$ cat config.mk
export PLATFORM = sky130hd
export DESIGN_NAME = idle_power_mode_controller_flat
export DESIGN_NICKNAME = d
export VERILOG_FILES = /design/src/rtl/ipmc_pkg.sv /design/src/rtl/ipmc_stream_if.sv /design/src/rtl/idle_power_mode_controller.sv /design/src/flat_wrapper.sv
export SDC_FILE = /design/constraint.sdc
export NUM_CORES = 1
export LEC_CHECK = 0
export ABC_AREA = 1
export ABC_CLOCK_PERIOD_IN_PS = 2300
export BUFFER_PORTS_ARGS = -buffer_cell sky130_fd_sc_hd__clkbuf_2
export CAP_MARGIN = 20
export CORE_MARGIN = 2
export CORE_UTILIZATION = 30
export CTS_BUF_LIST = sky130_fd_sc_hd__clkbuf_8 sky130_fd_sc_hd__clkbuf_16
export DETAILED_ROUTE_END_ITERATION = 16
export GPL_TIMING_DRIVEN = 1
export SLEW_MARGIN = 0
export SYNTH_ARGS = -nofsm -noshare
export SYNTH_HDL_FRONTEND = slang
export SYNTH_SLANG_ARGS = --single-unit
$ cat constraint.sdc
create_clock -name i_clk -period 2.3 [get_ports i_clk]
set_input_delay 0.46 -clock i_clk [delete_from_list [all_inputs] [get_ports i_clk]]
set_output_delay 0.46 -clock i_clk [all_outputs]
set_load 0.01 [all_outputs]
$ cat src/rtl/ipmc_pkg.sv
`timescale 1ns / 1ps

package ipmc_pkg;

    localparam int unsigned CFG_ADDR_W = 4;
    localparam int unsigned CFG_DATA_W = 32;
    localparam int unsigned TIMER_W    = 32;
    localparam int unsigned LOAD_W     = 7;

    localparam logic [TIMER_W-1:0] TIMEOUT_RESET   = '1;
    localparam logic [LOAD_W-1:0]  CPU_LIMIT_RESET = LOAD_W'(5);

    typedef enum logic [1:0] {
        REG_BLANK_TIMEOUT = 2'd0,
        REG_SLEEP_TIMEOUT = 2'd1,
        REG_CHECK_CPU     = 2'd2,
        REG_CPU_LIMIT     = 2'd3
    } t_reg_idx;

    typedef enum logic [1:0] {
        MODE_NORMAL = 2'd0,
        MODE_DIM    = 2'd1,
        MODE_BLANK  = 2'd2,
        MODE_SLEEP  = 2'd3
    } t_mode;

    typedef enum logic [1:0] {
        CMD_TICK     = 2'd0,
        CMD_ACTIVITY = 2'd1,
        CMD_ALARM    = 2'd2,
        CMD_SESSION  = 2'd3
    } t_cmd;

    typedef struct packed {
        logic [1:0]        cmd;
        logic              sess_idle;
        logic              idle_blocked;
        logic              susp_blocked;
        logic [LOAD_W-1:0] cpu_load;
    } t_in_item;

    typedef struct packed {
        logic [1:0] power_mode;
        logic       mode_changed;
    } t_out_item;

endpackage

$ cat src/rtl/ipmc_stream_if.sv
`timescale 1ns / 1ps

interface ipmc_stream_if #(
    parameter type T = logic
);
    logic valid;
    logic ready;
    T     data;

    modport source (output valid, output data, input ready);
    modport sink   (input valid, input data, output ready);
endinterface

$ cat src/rtl/idle_power_mode_controller.sv
`timescale 1ns / 1ps

// Channel   Dir  Payload                                             Handshake
// i_evt     in   cmd, sess_idle, idle_blocked,                       valid/ready
//                susp_blocked, cpu_load
// o_res     out  power_mode, mode_changed                            valid/ready
// APB       in   4 registers at byte addresses 0, 4, 8, 12           psel/penable
//
// Each event word is registered on entry and processed once the result register is free,
// when the timers and mode are updated and the result word is registered.
// o_res.valid comes from the result register; one word per cycle while o_res is not stalled.
// The result register lets a new event enter while a result waits; the entry
// register holds when the result side stalls.
// Reset (i_rst_n, synchronous) returns normal mode, both timers disarmed and
// the registers to their reset values.

module idle_power_mode_controller (
    input  logic                               i_clk,
    input  logic                               i_rst_n,
    ipmc_stream_if.sink                        i_evt,
    ipmc_stream_if.source                      o_res,
    input  logic                               psel,
    input  logic                               penable,
    input  logic                               pwrite,
    input  logic [ipmc_pkg::CFG_ADDR_W-1:0]    paddr,
    input  logic [ipmc_pkg::CFG_DATA_W-1:0]    pwdata,
    output logic [ipmc_pkg::CFG_DATA_W-1:0]    prdata,
    output logic                               pready
);

    typedef ipmc_pkg::t_reg_idx t_reg_sel;

    // Configuration registers
    logic [ipmc_pkg::TIMER_W-1:0] r_blank_timeout;
    logic [ipmc_pkg::TIMER_W-1:0] r_sleep_timeout;
    logic                         r_check_cpu;
    logic [ipmc_pkg::LOAD_W-1:0]  r_cpu_limit;

    // Controller state
    ipmc_pkg::t_mode              r_mode, n_mode;
    logic                         r_user_idle, n_user_idle;
    logic                         r_blank_armed, n_blank_armed;
    logic                         r_blank_running, n_blank_running;
    logic [ipmc_pkg::TIMER_W-1:0] r_blank_rem, n_blank_rem;
    logic                         r_sleep_armed, n_sleep_armed;
    logic                         r_sleep_running, n_sleep_running;
    logic [ipmc_pkg::TIMER_W-1:0] r_sleep_rem, n_sleep_rem;

    // Entry and result registers
    logic                         r_in_valid;
    ipmc_pkg::t_in_item           r_in;
    logic                         r_out_valid;
    ipmc_pkg::t_out_item          r_out;

    logic                         w_out_free;
    logic                         w_proc;
    logic                         w_wr;
    t_reg_sel                     w_sel;

    assign pready = 1'b1;
    assign w_wr   = psel && penable && pwrite && pready;
    assign w_sel  = ipmc_pkg::t_reg_idx'(paddr[3:2]);

    always_ff @(posedge i_clk) begin
        if (!i_rst_n) begin
            r_blank_timeout <= ipmc_pkg::TIMEOUT_RESET;
            r_sleep_timeout <= ipmc_pkg::TIMEOUT_RESET;
            r_check_cpu     <= 1'b0;
            r_cpu_limit     <= ipmc_pkg::CPU_LIMIT_RESET;
        end else if (w_wr) begin
            unique case (w_sel)
                ipmc_pkg::REG_BLANK_TIMEOUT: r_blank_timeout <= pwdata;
                ipmc_pkg::REG_SLEEP_TIMEOUT: r_sleep_timeout <= pwdata;
                ipmc_pkg::REG_CHECK_CPU:     r_check_cpu     <= pwdata[0];
                ipmc_pkg::REG_CPU_LIMIT:     r_cpu_limit     <= pwdata[ipmc_pkg::LOAD_W-1:0];
                default: ;
            endcase
        end
    end

    always_comb begin
        unique case (w_sel)
            ipmc_pkg::REG_BLANK_TIMEOUT: prdata = r_blank_timeout;
            ipmc_pkg::REG_SLEEP_TIMEOUT: prdata = r_sleep_timeout;
            ipmc_pkg::REG_CHECK_CPU:
                prdata = {{(ipmc_pkg::CFG_DATA_W-1){1'b0}}, r_check_cpu};
            ipmc_pkg::REG_CPU_LIMIT:
                prdata = {{(ipmc_pkg::CFG_DATA_W-ipmc_pkg::LOAD_W){1'b0}}, r_cpu_limit};
            default: prdata = '0;
        endcase
    end

    // Handshake and pipeline advance
    assign w_out_free  = !r_out_valid || o_res.ready;
    assign w_proc      = r_in_valid && w_out_free;
    assign i_evt.ready = !r_in_valid || w_out_free;
    assign o_res.valid = r_out_valid;
    assign o_res.data  = r_out;

    always_ff @(posedge i_clk) begin
        if (!i_rst_n) begin
            r_in_valid <= 1'b0;
        end else if (i_evt.ready) begin
            r_in_valid <= i_evt.valid;
        end
    end

    always_ff @(posedge i_clk) begin
        if (i_evt.valid && i_evt.ready) begin
            r_in <= i_evt.data;
        end
    end

    // One event step
    always_comb begin
        n_mode          = r_mode;
        n_user_idle     = r_user_idle;
        n_blank_armed   = r_blank_armed;
        n_blank_running = r_blank_running;
        n_blank_rem     = r_blank_rem;
        n_sleep_armed   = r_sleep_armed;
        n_sleep_running = r_sleep_running;
        n_sleep_rem     = r_sleep_rem;

        case (ipmc_pkg::t_cmd'(r_in.cmd))
            ipmc_pkg::CMD_TICK: begin
                if (r_blank_running) begin
                    if (r_blank_rem <= ipmc_pkg::TIMER_W'(1)) begin
                        n_blank_running = 1'b0;
                        n_blank_rem     = '0;
                        if (r_mode != ipmc_pkg::MODE_SLEEP) begin
                            n_mode = ipmc_pkg::MODE_BLANK;
                        end
                    end else begin
                        n_blank_rem = r_blank_rem - ipmc_pkg::TIMER_W'(1);
                    end
                end
                if (r_sleep_running) begin
                    if (r_sleep_rem <= ipmc_pkg::TIMER_W'(1)) begin
                        // With cpu checking on, a busy cpu pushes sleep back by one full interval.
                        if (r_check_cpu && (r_in.cpu_load > r_cpu_limit)) begin
                            n_sleep_rem = r_sleep_timeout;
                        end else begin
                            n_sleep_running = 1'b0;
                            n_sleep_rem     = '0;
                            n_mode          = ipmc_pkg::MODE_SLEEP;
                        end
                    end else begin
                        n_sleep_rem = r_sleep_rem - ipmc_pkg::TIMER_W'(1);
                    end
                end
            end
            default: begin
                if (r_in.cmd == ipmc_pkg::CMD_ACTIVITY) begin
                    n_user_idle = 1'b0;
                end else if (r_in.cmd == ipmc_pkg::CMD_ALARM) begin
                    n_user_idle = 1'b1;
                end

                if (!n_user_idle || r_in.idle_blocked) begin
                    n_mode          = ipmc_pkg::MODE_NORMAL;
                    n_blank_armed   = 1'b0;
                    n_blank_running = 1'b0;
                    n_blank_rem     = '0;
                    n_sleep_armed   = 1'b0;
                    n_sleep_running = 1'b0;
                    n_sleep_rem     = '0;
                end else begin
                    if (r_mode == ipmc_pkg::MODE_NORMAL) begin
                        n_mode = ipmc_pkg::MODE_DIM;
                    end
                    if (!r_blank_armed && (r_blank_timeout != '0)) begin
                        n_blank_armed   = 1'b1;
                        n_blank_running = 1'b1;
                        n_blank_rem     = r_blank_timeout;
                    end
                    if (r_in.susp_blocked) begin
                        n_sleep_armed   = 1'b0;
                        n_sleep_running = 1'b0;
                        n_sleep_rem     = '0;
                    end else if (r_in.sess_idle) begin
                        if (!r_sleep_armed && (r_sleep_timeout != '0)) begin
                            n_sleep_armed   = 1'b1;
                            n_sleep_running = 1'b1;
                            n_sleep_rem     = r_sleep_timeout;
                        end
                    end
                end
            end
        endcase
    end

    always_ff @(posedge i_clk) begin
        if (!i_rst_n) begin
            r_mode          <= ipmc_pkg::MODE_NORMAL;
            r_user_idle     <= 1'b0;
            r_blank_armed   <= 1'b0;
            r_blank_running <= 1'b0;
            r_blank_rem     <= '0;
            r_sleep_armed   <= 1'b0;
            r_sleep_running <= 1'b0;
            r_sleep_rem     <= '0;
        end else if (w_proc) begin
            r_mode          <= n_mode;
            r_user_idle     <= n_user_idle;
            r_blank_armed   <= n_blank_armed;
            r_blank_running <= n_blank_running;
            r_blank_rem     <= n_blank_rem;
            r_sleep_armed   <= n_sleep_armed;
            r_sleep_running <= n_sleep_running;
            r_sleep_rem     <= n_sleep_rem;
        end
    end

    always_ff @(posedge i_clk) begin
        if (!i_rst_n) begin
            r_out_valid <= 1'b0;
        end else if (w_out_free) begin
            r_out_valid <= r_in_valid;
        end
    end

    always_ff @(posedge i_clk) begin
        if (w_proc) begin
            r_out.power_mode   <= n_mode;
            r_out.mode_changed <= (n_mode != r_mode);
        end
    end

    // A running timer is always an armed one.
    a_blank_run_armed: assert property (@(posedge i_clk) disable iff (!i_rst_n)
        r_blank_running |-> r_blank_armed)
        else $error("blank timer running while disarmed");

    a_sleep_run_armed: assert property (@(posedge i_clk) disable iff (!i_rst_n)
        r_sleep_running |-> r_sleep_armed)
        else $error("sleep timer running while disarmed");

    // Normal mode only comes with both timers disarmed.
    a_normal_disarmed: assert property (@(posedge i_clk) disable iff (!i_rst_n)
        (r_mode == ipmc_pkg::MODE_NORMAL) |-> (!r_blank_armed && !r_sleep_armed))
        else $error("timer armed in normal mode");

    a_activity_normal: assert property (@(posedge i_clk) disable iff (!i_rst_n)
        (w_proc && (r_in.cmd == ipmc_pkg::CMD_ACTIVITY))
            |=> (r_out_valid && (r_out.power_mode == ipmc_pkg::MODE_NORMAL)))
        else $error("activity did not return normal mode");

    a_changed_flag: assert property (@(posedge i_clk) disable iff (!i_rst_n)
        w_proc |=> (r_out.mode_changed == (r_mode != $past(r_mode))))
        else $error("mode change flag disagrees with state");

endmodule

$ cat src/flat_wrapper.sv
// flat-port wrapper written by rule: the top's interface ports become plain ports
module idle_power_mode_controller_flat 
  (i_clk, i_rst_n, psel, penable, pwrite, paddr, pwdata, prdata, pready, i_evt_valid, i_evt_data, i_evt_ready, o_res_valid, o_res_data, o_res_ready);
  ipmc_stream_if #(.T(ipmc_pkg::t_in_item)) i_evt_i ();
  ipmc_stream_if #(.T(ipmc_pkg::t_out_item)) o_res_i ();
  input  logic i_clk;
  input  logic i_rst_n;
  input  logic psel;
  input  logic penable;
  input  logic pwrite;
  input  logic [ipmc_pkg::CFG_ADDR_W-1:0] paddr;
  input  logic [ipmc_pkg::CFG_DATA_W-1:0] pwdata;
  output logic [ipmc_pkg::CFG_DATA_W-1:0] prdata;
  output logic pready;
  input wire logic [$bits(i_evt_i.valid)-1:0] i_evt_valid;
  input wire logic [$bits(i_evt_i.data)-1:0] i_evt_data;
  output wire logic [$bits(i_evt_i.ready)-1:0] i_evt_ready;
  output wire logic [$bits(o_res_i.valid)-1:0] o_res_valid;
  output wire logic [$bits(o_res_i.data)-1:0] o_res_data;
  input wire logic [$bits(o_res_i.ready)-1:0] o_res_ready;
  assign i_evt_i.valid = i_evt_valid;
  assign i_evt_i.data = i_evt_data;
  assign i_evt_ready = i_evt_i.ready;
  assign o_res_valid = o_res_i.valid;
  assign o_res_data = o_res_i.data;
  assign o_res_i.ready = o_res_ready;
  idle_power_mode_controller u_core (.i_clk(i_clk), .i_rst_n(i_rst_n), .i_evt(i_evt_i), .o_res(o_res_i), .psel(psel), .penable(penable), .pwrite(pwrite), .paddr(paddr), .pwdata(pwdata), .prdata(prdata), .pready(pready));
endmodule
# == After elaboration in Yosys (flattened, before gate mapping) ==
# Index checks and enable logic that the tools add are counted.
# word_totals
reg_bits,160
out_inout_bits,38
wordCells,112
# classes
addsub,2
n_lt_le_gt_ge,3
eq_ne,9
n_mux,39
n_bitwise,1
reduce_logical,37
# op_table
cell,count
2-to-1 mux 32 bit,13
one-hot mux 32 bit (4 select lines),1
"<= comparator 32 x 1 -> 1 bit, second input constant",2
nonzero test 32 bit,2
"subtractor 32 x 1 -> 32 bit, second input constant",2
2-to-1 mux 2 bit,9
2-to-1 mux 1 bit,16
AND reduction 2 bit,6
AND reduction 3 bit,3
nonzero test 3 bit,3
AND reduction 4 bit,2
nonzero test 4 bit,2
> comparator 7 bit,1
logical AND 1 bit,7
"equality test 2 bit, second input constant",3
logical NOT 2 bit,3
logical NOT 1 bit,5
"equality test 2 x 1 -> 1 bit, second input constant",2
"!= test 2 x 1 -> 1 bit, second input constant",2
logical OR 1 bit,3
!= test 2 bit,1
"!= test 2 bit, second input constant",1
nonzero test 2 bit,1
NOT 1 bit,1

# == Longest topological paths before layout ==
# Gate-level depths: netlist of the first run.
# logic_depth
word_depth,9
ltp_mapped,17

# == Least setup slack after synthesis of the first run ==
# No wires, ideal clock.
# synth_timing
path_type,register -> register
start,reg u_core.r_sleep_rem[0] (netlist name)
end,"reg u_core.r_out, in the netlist u_core.o_res.data[0] (data pin)"
setup_time_ps,259
t_arrival_ps,1578
setup_slack_ps,463
stages_incl_launch_ff,12
period_less_slack_ps,1837
path_cell_list,dfxtp_1 -> inv_1 -> ha_1 -> nand2_1 -> a21oi_1 -> nand2_2 -> nor2_8 -> nand3_1 -> nand3_1 -> nand2_1 -> nand2_1 -> nand3_1
# synth_via
elab_chain_len,5
# synth_lines
item,line_no,text
from (decl),idle_power_mode_controller.sv:47,"logic [ipmc_pkg::TIMER_W-1:0] r_sleep_rem, n_sleep_rem;"
from (signal assigned),idle_power_mode_controller.sv:211,r_sleep_rem <= n_sleep_rem;
<= comparator 32 x 1 -> 1 bit,idle_power_mode_controller.sv:139,if (r_sleep_rem <= ipmc_pkg::TIMER_W'(1)) begin
2-to-1 mux 2 bit,idle_power_mode_controller.sv:139,
2-to-1 mux 2 bit,idle_power_mode_controller.sv:138,if (r_sleep_running) begin
2-to-1 mux 2 bit,idle_power_mode_controller.sv:125,case (ipmc_pkg::t_cmd'(r_in.cmd))
!= test 2 bit,idle_power_mode_controller.sv:226,r_out.mode_changed <= (n_mode != r_mode);
to (decl),idle_power_mode_controller.sv:53,ipmc_pkg::t_out_item r_out;
# Every way passes these cells.
# A chain may end at the register's enable or synchronous reset.

# == Worst setup path in the final report of the first run ==
# layout_timing
start,in paddr[3] (netlist name)
end,out prdata[25] (netlist name)
# layout_via
elab_chain_len,2
# layout_lines
item,line_no,text
from (decl),flat_wrapper.sv:11,input logic [ipmc_pkg::CFG_ADDR_W-1:0] paddr;
"equality test 2 bit, or another cell as far along",idle_power_mode_controller.sv:82,unique case (w_sel)
one-hot mux 32 bit (4 select lines) *,idle_power_mode_controller.sv:82,
to (decl),flat_wrapper.sv:13,output logic [ipmc_pkg::CFG_DATA_W-1:0] prdata;
# Every way passes the cells marked *; elsewhere a longest branch is shown, timed or not.

==> metrics.yaml, run 1 <==
status: "finished clean"
yosysSeqAreaShare_pct: 34.0
rsz_0062_raised_after_global_routing: "no"
cts-htree-levels: 4
ys_warn_count: 0
postSynth.topFlopCell: "sky130_fd_sc_hd__dfxtp_1"
cts_tree: "yes"
power-per-cell-area_nw_per_um2: 698
crit_path_start_kind: "input pin"
post_synth_instance_area_um2: 9860
cts_setup_buffers: 0
floorplan.die.width_um: 185
final_worst_path_cycle_share_pct: 91.3
post_route_cells_drive_above_1_share_pct: 13.2
detail-route-antenna-nets: 0
die_h_um: 185
depth_of_the_worst_register_to_register_path: 11
path_max_fanout: 32
hold_path_startpoint: "i_evt_data[2]"
coreArea_um2: 32500
synthDominantCellAreaShare_pct: 29.4
power_leakage_uw: 0.00592
synthTopCellsByCount: "512 x sky130_fd_sc_hd__nand2_1, 275 x sky130_fd_sc_hd__nor2_1, 165 x sky130_fd_sc_hd__inv_1, 145 x sky130_fd_sc_hd__dfxtp_1, 102 x sky130_fd_sc_hd__nand3_1"
place_congestion: 0.906
critPathKind: "in -> out"
clk_latency_ns: 0.44
design.die.area_um2: 34300
clock-sinks: 160
synth_area_leaders: "sky130_fd_sc_hd__dfxtp_1 29%, sky130_fd_sc_hd__nand2_1 19%, sky130_fd_sc_hd__nor2_1 10%"
timing.max_cap.violations: 0
maximum_number_of_pins_on_one_net_before_global_route_repair: 74
hpwl_um: 23300
xor_and_xnor_fraction_of_the_mapped_netlist_area_pct: 2.31
globalRoute.totalOverflow: 0
filler_cell_count: 3470
setup_viol: 0
worst_flop_to_flop_path_endpoint: "u_core.r_blank_rem[16]$_SDFFE_PN0P_"
worst_clock_skew_ns: 0.0118
worst_vdd_drop_v: 0.000429
synth_nets: 1638
timing.rr.start: "u_core.r_blank_timeout[21]$_SDFFE_PN1P_"
cts.path.max_buffers: 2
ys_seq_elements: 160
critPathMostFrequentCell: "sky130_fd_sc_hd__clkbuf_2"
place_worst_setup_slack_ns: 0.203
synthDominantAreaCellType: "sky130_fd_sc_hd__dfxtp_1"
start_util_pct: 30.4
diodes: 0
critPathRequiredTime_ns: 1.84
hold_end: "u_core.r_in[2]$_DFFE_PP_"
worst_slew_pin_slew_ns: 0.662
timing.critical_path.to_type: "primary output"
worst_hold_path_class: "in -> reg"
vias_in_the_first_global_route: 9405
timing.max_slew.rel_slack_pct: 55.5
netlist-cell-type-count: 42
finalMaxSlewViolations: 0
drt_iter0_markers: 805
crit_chain: "clkbuf_2 -> nor2_1 -> inv_1 -> buf_12 -> o21ai_0 -> buf_4 -> clkbuf_2"
routed_wl_um: 31300
placementRows: 66
cts_buffers: 17
layout-area-overhead-vs-synth_pct: 18.7
drc_errors: 0
regToRegSetupSlack_ns: 0.23
hold_path_depth: 1
simple_gate_fraction_of_synth_area_pct: 41.0
max_clock_freq_ghz: 0.476
yosysMostFrequentCell: "sky130_fd_sc_hd__nand2_1"
cts-root-buf: "sky130_fd_sc_hd__clkbuf_16"
cp.arrival_ns: 1.64
boundaryPins: 93
avgViaCountPerCell: 4.78
asyncSetResetFlopFracSynth_pct: 0
port_buffers: 89
critical-path-top-delay-family: "buffers and inverters"
groute.usage.overall_pct: 18.6
post_drt_wl_per_cell_um: 14.7
synth_fa_ha_area_share_pct: 1.40
timing.critical_path.slowest_stage_cell: "sky130_fd_sc_hd__o21ai_0"
postLayoutSetupSlackWorst_ns: 0.201
detail_route.first_pass.iterations: 6
setup_total_negative_slack_ns: 0
grt_pass1_wl_um: 50100
post_synth_inst_count: 1572
period_minus_slack_ns: 2.10
design_area_um2: 11700
cpPeakStageDelay_ns: 0.30
grt_antenna_before_repair: 0
synth-edff-count: 15
muxShareOfSynthArea_pct: 0
report.final.hold_viol_count: 0
synth_top_family_by_area: "simple AND/OR/NAND/NOR gates"
worst_setup_hold_path_clk_slew_ns: 0.06
design.final.nets: 1733
syn_area_per_cell_um2: 6.27
critical_path_buf_inv_count: 5
post_dp_cell_area_um2: 11000
synthesized_area_fraction_occupied_by_ao_oa_aoi_and_oai_cells_pct: 11.1
number_of_vias_in_the_routed_layout: 10100
==> repair_timing <==
action | 4_1_cts | 5_1_grt
setup endpoints to repair | 0 | 19
hold buffers | 0 | 0
gates resized for setup | 0 | 4
hold endpoints to repair | 0 | 0
==> worst reg2reg max path: stages (launching register included) <==
cell and delay [ns]:
sky130_fd_sc_hd__dfxtp_1 0.30, sky130_fd_sc_hd__inv_1 0.16, sky130_fd_sc_hd__nand4_1 0.13, sky130_fd_sc_hd__nor2_1 0.26
sky130_fd_sc_hd__nand2_1 0.14, sky130_fd_sc_hd__o21ai_0 0.22, sky130_fd_sc_hd__nand2_2 0.17, sky130_fd_sc_hd__nand3_2 0.12
sky130_fd_sc_hd__buf_12 0.24, sky130_fd_sc_hd__nand2_1 0.12, sky130_fd_sc_hd__nand2_1 0.06, sky130_fd_sc_hd__nor2_1 0.04
==> logic make-up (layout without fill, tap and decap cells) <==
kind of cell / count (synthesis) / in the layout
DFF: 160 / 160
xor gates and xnor gates: 26 / 26
buffers and inverters: 239 / 345
and+or+nand+nor: 965 / 965
other: 1 / 1
AOI/OAI and AO/OA: 170 / 170
adders and majority gates: 11 / 11
==> where the power goes <==
part	leakage [uW]	internal, uW	total [uW]	switching (uW)
logic	0.00426	673	1930	1250
clock network	0.000323	1960	3170	1210
registers	0.00133	2950	3070	123
==> layout by cell type, fill, tap and decap left out, types with 15 or more instances in the layout <==
cell type / synthesis / layout
sky130_fd_sc_hd__edfxtp_1: 15 / 15
sky130_fd_sc_hd__a21oi_1: 22 / 21
sky130_fd_sc_hd__o21ai_0: 35 / 35
sky130_fd_sc_hd__nand3_1: 102 / 102
sky130_fd_sc_hd__nand2_1: 512 / 510
sky130_fd_sc_hd__nand4_1: 27 / 27
sky130_fd_sc_hd__o22ai_1: 42 / 42
sky130_fd_sc_hd__buf_4: 10 / 46
sky130_fd_sc_hd__nor2_1: 275 / 272
sky130_fd_sc_hd__nor2_2: 14 / 15
sky130_fd_sc_hd__clkbuf_2: 0 / 88
sky130_fd_sc_hd__dfxtp_1: 145 / 145
sky130_fd_sc_hd__clkbuf_16: 0 / 19
sky130_fd_sc_hd__o211ai_1: 56 / 56
sky130_fd_sc_hd__inv_1: 165 / 166
sky130_fd_sc_hd__xor2_1: 25 / 25
==> stage by stage <==
| stage | hold slack [ns] | cells | total power [uW] | utilization (%) |
|---|---|---|---|---|
| after global placement | 0.444 | 2090 | 5020 | 34.0 |
| after detailed placement | 0.451 | 2090 | 5040 | 34.0 |
| after CTS | 0.181 | 2120 | 8220 | 36.0 |
| after global routing | 0.186 | 2120 | 8610 | 36.0 |
| after floorplan | 0.430 | 1572 | 4460 | - |
| final | 0.201 | 2120 | 8170 | 36.0 |
==> final cells by class <==
| cell class | instances | area, um^2 | share of cell area [%] |
|---|---|---|---|
| inverters | 172 | 646 | 5.52 |
| clock buffers | 20 | 489 | 4.18 |
| multi-input cells | 1173 | 5540 | 47.3 |
| flip-flops and latches | 160 | 3350 | 28.7 |
| well taps | 442 | 553 | 4.73 |
| clock inverters | 10 | 156 | 1.34 |
| repair buffers | 143 | 966 | 8.26 |
==> worst max path at each step <==
stage,startpoint,endpoint,slack [ns],cells past startpoint
final,paddr[3],prdata[25],0.20,7
after floorplan,u_core.r_sleep_rem[0]$_SDFFE_PN0P_,u_core.o_res.data[0]$_DFFE_PP_,0.46,11
after detailed placement,u_core.r_sleep_rem[0]$_SDFFE_PN0P_,u_core.o_res.data[0]$_DFFE_PP_,0.20,11
after CTS,u_core.r_sleep_rem[0]$_SDFFE_PN0P_,u_core.o_res.data[0]$_DFFE_PP_,0.18,11
after global routing,u_core.r_sleep_rem[0]$_SDFFE_PN0P_,u_core.r_sleep_rem[14]$_SDFFE_PN0P_,0.03,14
after global placement,u_core.r_sleep_rem[0]$_SDFFE_PN0P_,u_core.o_res.data[0]$_DFFE_PP_,0.24,11
==> per-layer routing <==
layer  track usage [%]  part of all wire, %  up-vias
met5                 0                    0        -
met1              23.9                   44     4611
met4              6.92                  2.7        0
li1                  -                    -     5210
met2              31.7                   48      267
met3              2.44                  4.7       42
==> flip-flops by register name, indices dropped and copies added, names as in the netlist <==
register,count
u_core.r_in,12
u_core.r_sleep_running,1
u_core.o_res.data,3
u_core.r_sleep_timeout,32
u_core.r_blank_rem,32
u_core.r_sleep_rem,32
u_core.r_in_valid,1
u_core.r_blank_running,1
u_core.r_cpu_limit,7
u_core.r_check_cpu,1
u_core.o_res.valid,1
u_core.r_mode,2
u_core.r_user_idle,1
u_core.r_blank_timeout,32
u_core.r_sleep_armed,1
u_core.r_blank_armed,1
Note: power is estimated with default switching activity, not from simulation.
==> run 2, diff against run 1 <==
ABC_AREA = 0   (was 1)
==> metrics.yaml, run 2 <==
status: "finished, violations left"
violations: "setup timing"
cts-root-buf: "sky130_fd_sc_hd__clkbuf_16"
start_util_pct: 30.6
yosysMostFrequentCell: "sky130_fd_sc_hd__nand2_1"
timing.critical_path.to_type: "flip-flop"
detail_route.first_pass.iterations: 5
power_leakage_uw: 0.00513
cts.path.max_buffers: 2
critPathMostFrequentCell: "sky130_fd_sc_hd__or4_4"
max_clock_freq_ghz: 0.384
dp_cells: 1628
crit_path_start_kind: "flip-flop"
sequential_cell_area_um2: 3360
worst_slew_pin_slew_ns: 0.681
cpPeakStageDelay_ns: 0.62
post_synth_inst_count: 1054
critPathKind: "reg -> reg"
synthDominantCellAreaShare_pct: 35.0
design_area_um2: 12000
design.die.area_um2: 29000
post_route_cells_drive_above_1_share_pct: 32.8
critical_path_buf_inv_count: 0
cp.arrival_ns: 2.79
timing.max_slew.rel_slack_pct: 54.4
clock-sinks: 160
p_total_uw: 8230
placementRows: 60
synth-edff-count: 15
multi_input_comb_area_um2: 5150
clk_latency_ns: 0.43
layout.cells.most_common: "sky130_fd_sc_hd__buf_4"
cts_buffers: 17
report.final.hold_viol_count: 0
layout_common_cells: "183 x sky130_fd_sc_hd__buf_4, 175 x sky130_fd_sc_hd__nand2_1, 138 x sky130_fd_sc_hd__dfxtp_1"
port_buffers: 89
diodes: 0
critical-path-top-delay-family: "simple AND/OR/NAND/NOR gates"
layout-area-overhead-vs-synth_pct: 44.4
post_synth_instance_area_um2: 8310
synth_area_leaders: "sky130_fd_sc_hd__dfxtp_1 35%, sky130_fd_sc_hd__nand2_1 8.3%, sky130_fd_sc_hd__edfxtp_1 5.4%"
vias_in_the_first_global_route: 8539
ys_seq_elements: 160
maximum_number_of_pins_on_one_net_before_global_route_repair: 45
drt_iter0_markers: 798
final_worst_path_cycle_share_pct: 113
period_minus_slack_ns: 2.60
globalRoute.totalOverflow: 0
post_drt_wl_per_cell_um: 18.7
netlist-cell-type-count: 67
grt_antenna_before_repair: 0
place_congestion: 0.874
setup_total_negative_slack_ns: -8.72
design.final.nets: 1366
power-per-cell-area_nw_per_um2: 687
final_cells: 1685
worst_setup_hold_path_clk_slew_ns: 0.06
coreArea_um2: 27100
number_of_vias_in_the_routed_layout: 9208
asyncSetResetFlopFracSynth_pct: 0
filler_cell_count: 2611
yosysSeqAreaShare_pct: 40.4
worst_vdd_drop_v: 0.000319
hold_slack_ns: 0.200
rsz_0062_raised_after_global_routing: "yes"
synth_nets: 1120
timing.max_cap.violations: 0
routed_wl_um: 31500
postLayoutSetupSlackWorst_ns: -0.304
synthTopCellsByCount: "183 x sky130_fd_sc_hd__nand2_1, 145 x sky130_fd_sc_hd__dfxtp_1, 95 x sky130_fd_sc_hd__nor2_1, 78 x sky130_fd_sc_hd__nand3_1, 67 x sky130_fd_sc_hd__a21oi_1"
worst_clock_skew_ns: 0.0105
finalMaxSlewViolations: 0
crit_chain: "or4_4 -> or4_4 -> o41ai_4 -> a2bb2oi_2 -> or3_1 -> a21o_1"
synthDominantAreaCellType: "sky130_fd_sc_hd__dfxtp_1"
drc_errors: 0
timing.critical_path.slowest_stage_cell: "sky130_fd_sc_hd__or4_4"
detail-route-antenna-nets: 0
cts-htree-levels: 4
post_dp_cell_area_um2: 10500
postSynth.topFlopCell: "sky130_fd_sc_hd__dfxtp_1"
floorplan.die.width_um: 170
worst_hold_path_class: "in -> reg"
critPathRequiredTime_ns: 2.49
syn_area_per_cell_um2: 7.88
cts_tree: "yes"
ys_warn_count: 0
die_h_um: 170
setup_viol: 59
hpwl_um: 21500
groute.usage.overall_pct: 21.1
path_max_fanout: 5
boundaryPins: 93
grt_pass1_wl_um: 47100
avgViaCountPerCell: 5.46
[run 2: cell count changes in the layout (fill, tap and decap cells not counted), sizes merged, moves of 38 or more]
cell	previous run	this run
a21oi	25	67
buf	55	207
inv	171	22
mux2i	0	38
nand2	520	183
nor2	299	95
[run 2: cell type report]
class	instances	share of cell area, %
clock inverter	14	1.25
timing repair buffer	301	19.5
clock buffer	18	3.66
multi-input combinational	800	43.0
sequential	160	28.0
inverter	20	0.637
tap	372	3.88
[run 2: kinds of logic after synthesis]
kind of cell / Yosys count / share of synthesized area, %
mux: 39 / 4.85
buf+inv: 94 / 4.49
compound gates: 258 / 20.7
flops: 160 / 40.4
simple gates: 484 / 27.2
fa+ha+maj: 12 / 1.78
xor+xnor: 6 / 0.633
other cells: 1 / 0.0452
[run 2: through the flow]
step,util (%),setup slack [ns]
3_3_place_gp,38.8,-0.315
2_1_floorplan,-,-0.196
3_5_place_dp,38.8,-0.306
4_1_cts,43.0,-0.293
5_1_grt,44.2,-0.362
6_report,44.2,-0.304
[run 2: power by group]
group	leakage [uW]	internal, uW	total (uW)	switching, uW
combinational	0.00350	1030	2350	1320
clock	0.000299	1710	2900	1180
sequential	0.00133	2920	2990	72.2
total	0.00513	5670	8230	2570
[run 2: worst paths after layout]
path	from	end	slack (ns)	depth (start not counted)
setup reg to reg	u_core.r_blank_rem[10]$_SDFFE_PN0P_	u_core.o_res.data[0]$_DFFE_PP_	-0.30	6
hold reg to reg	u_core.r_blank_armed$_SDFFE_PN0P_	u_core.r_blank_armed$_SDFFE_PN0P_	0.48	2
setup / recovery	u_core.r_blank_rem[10]$_SDFFE_PN0P_	u_core.o_res.data[0]$_DFFE_PP_	-0.30	6
hold / removal	i_evt_data[10]	u_core.r_in[10]$_DFFE_PP_	0.20	1
[run 2: layer usage]
layer	global-route usage, %	vias up	routed length [um]
met2	32.6	427	13900
li1	-	4361	-
met5	0	-	0
met4	7.32	0	899
met1	29.2	4377	14300
met3	4.02	43	2470
[run 2: repair_timing]
item                       CTS  global route
setup buffers               13             6
gates resized for setup     92            57
pin swaps                   47            39
setup endpoints to repair   68            66
hold buffers                 0             0
cloned                       5             5
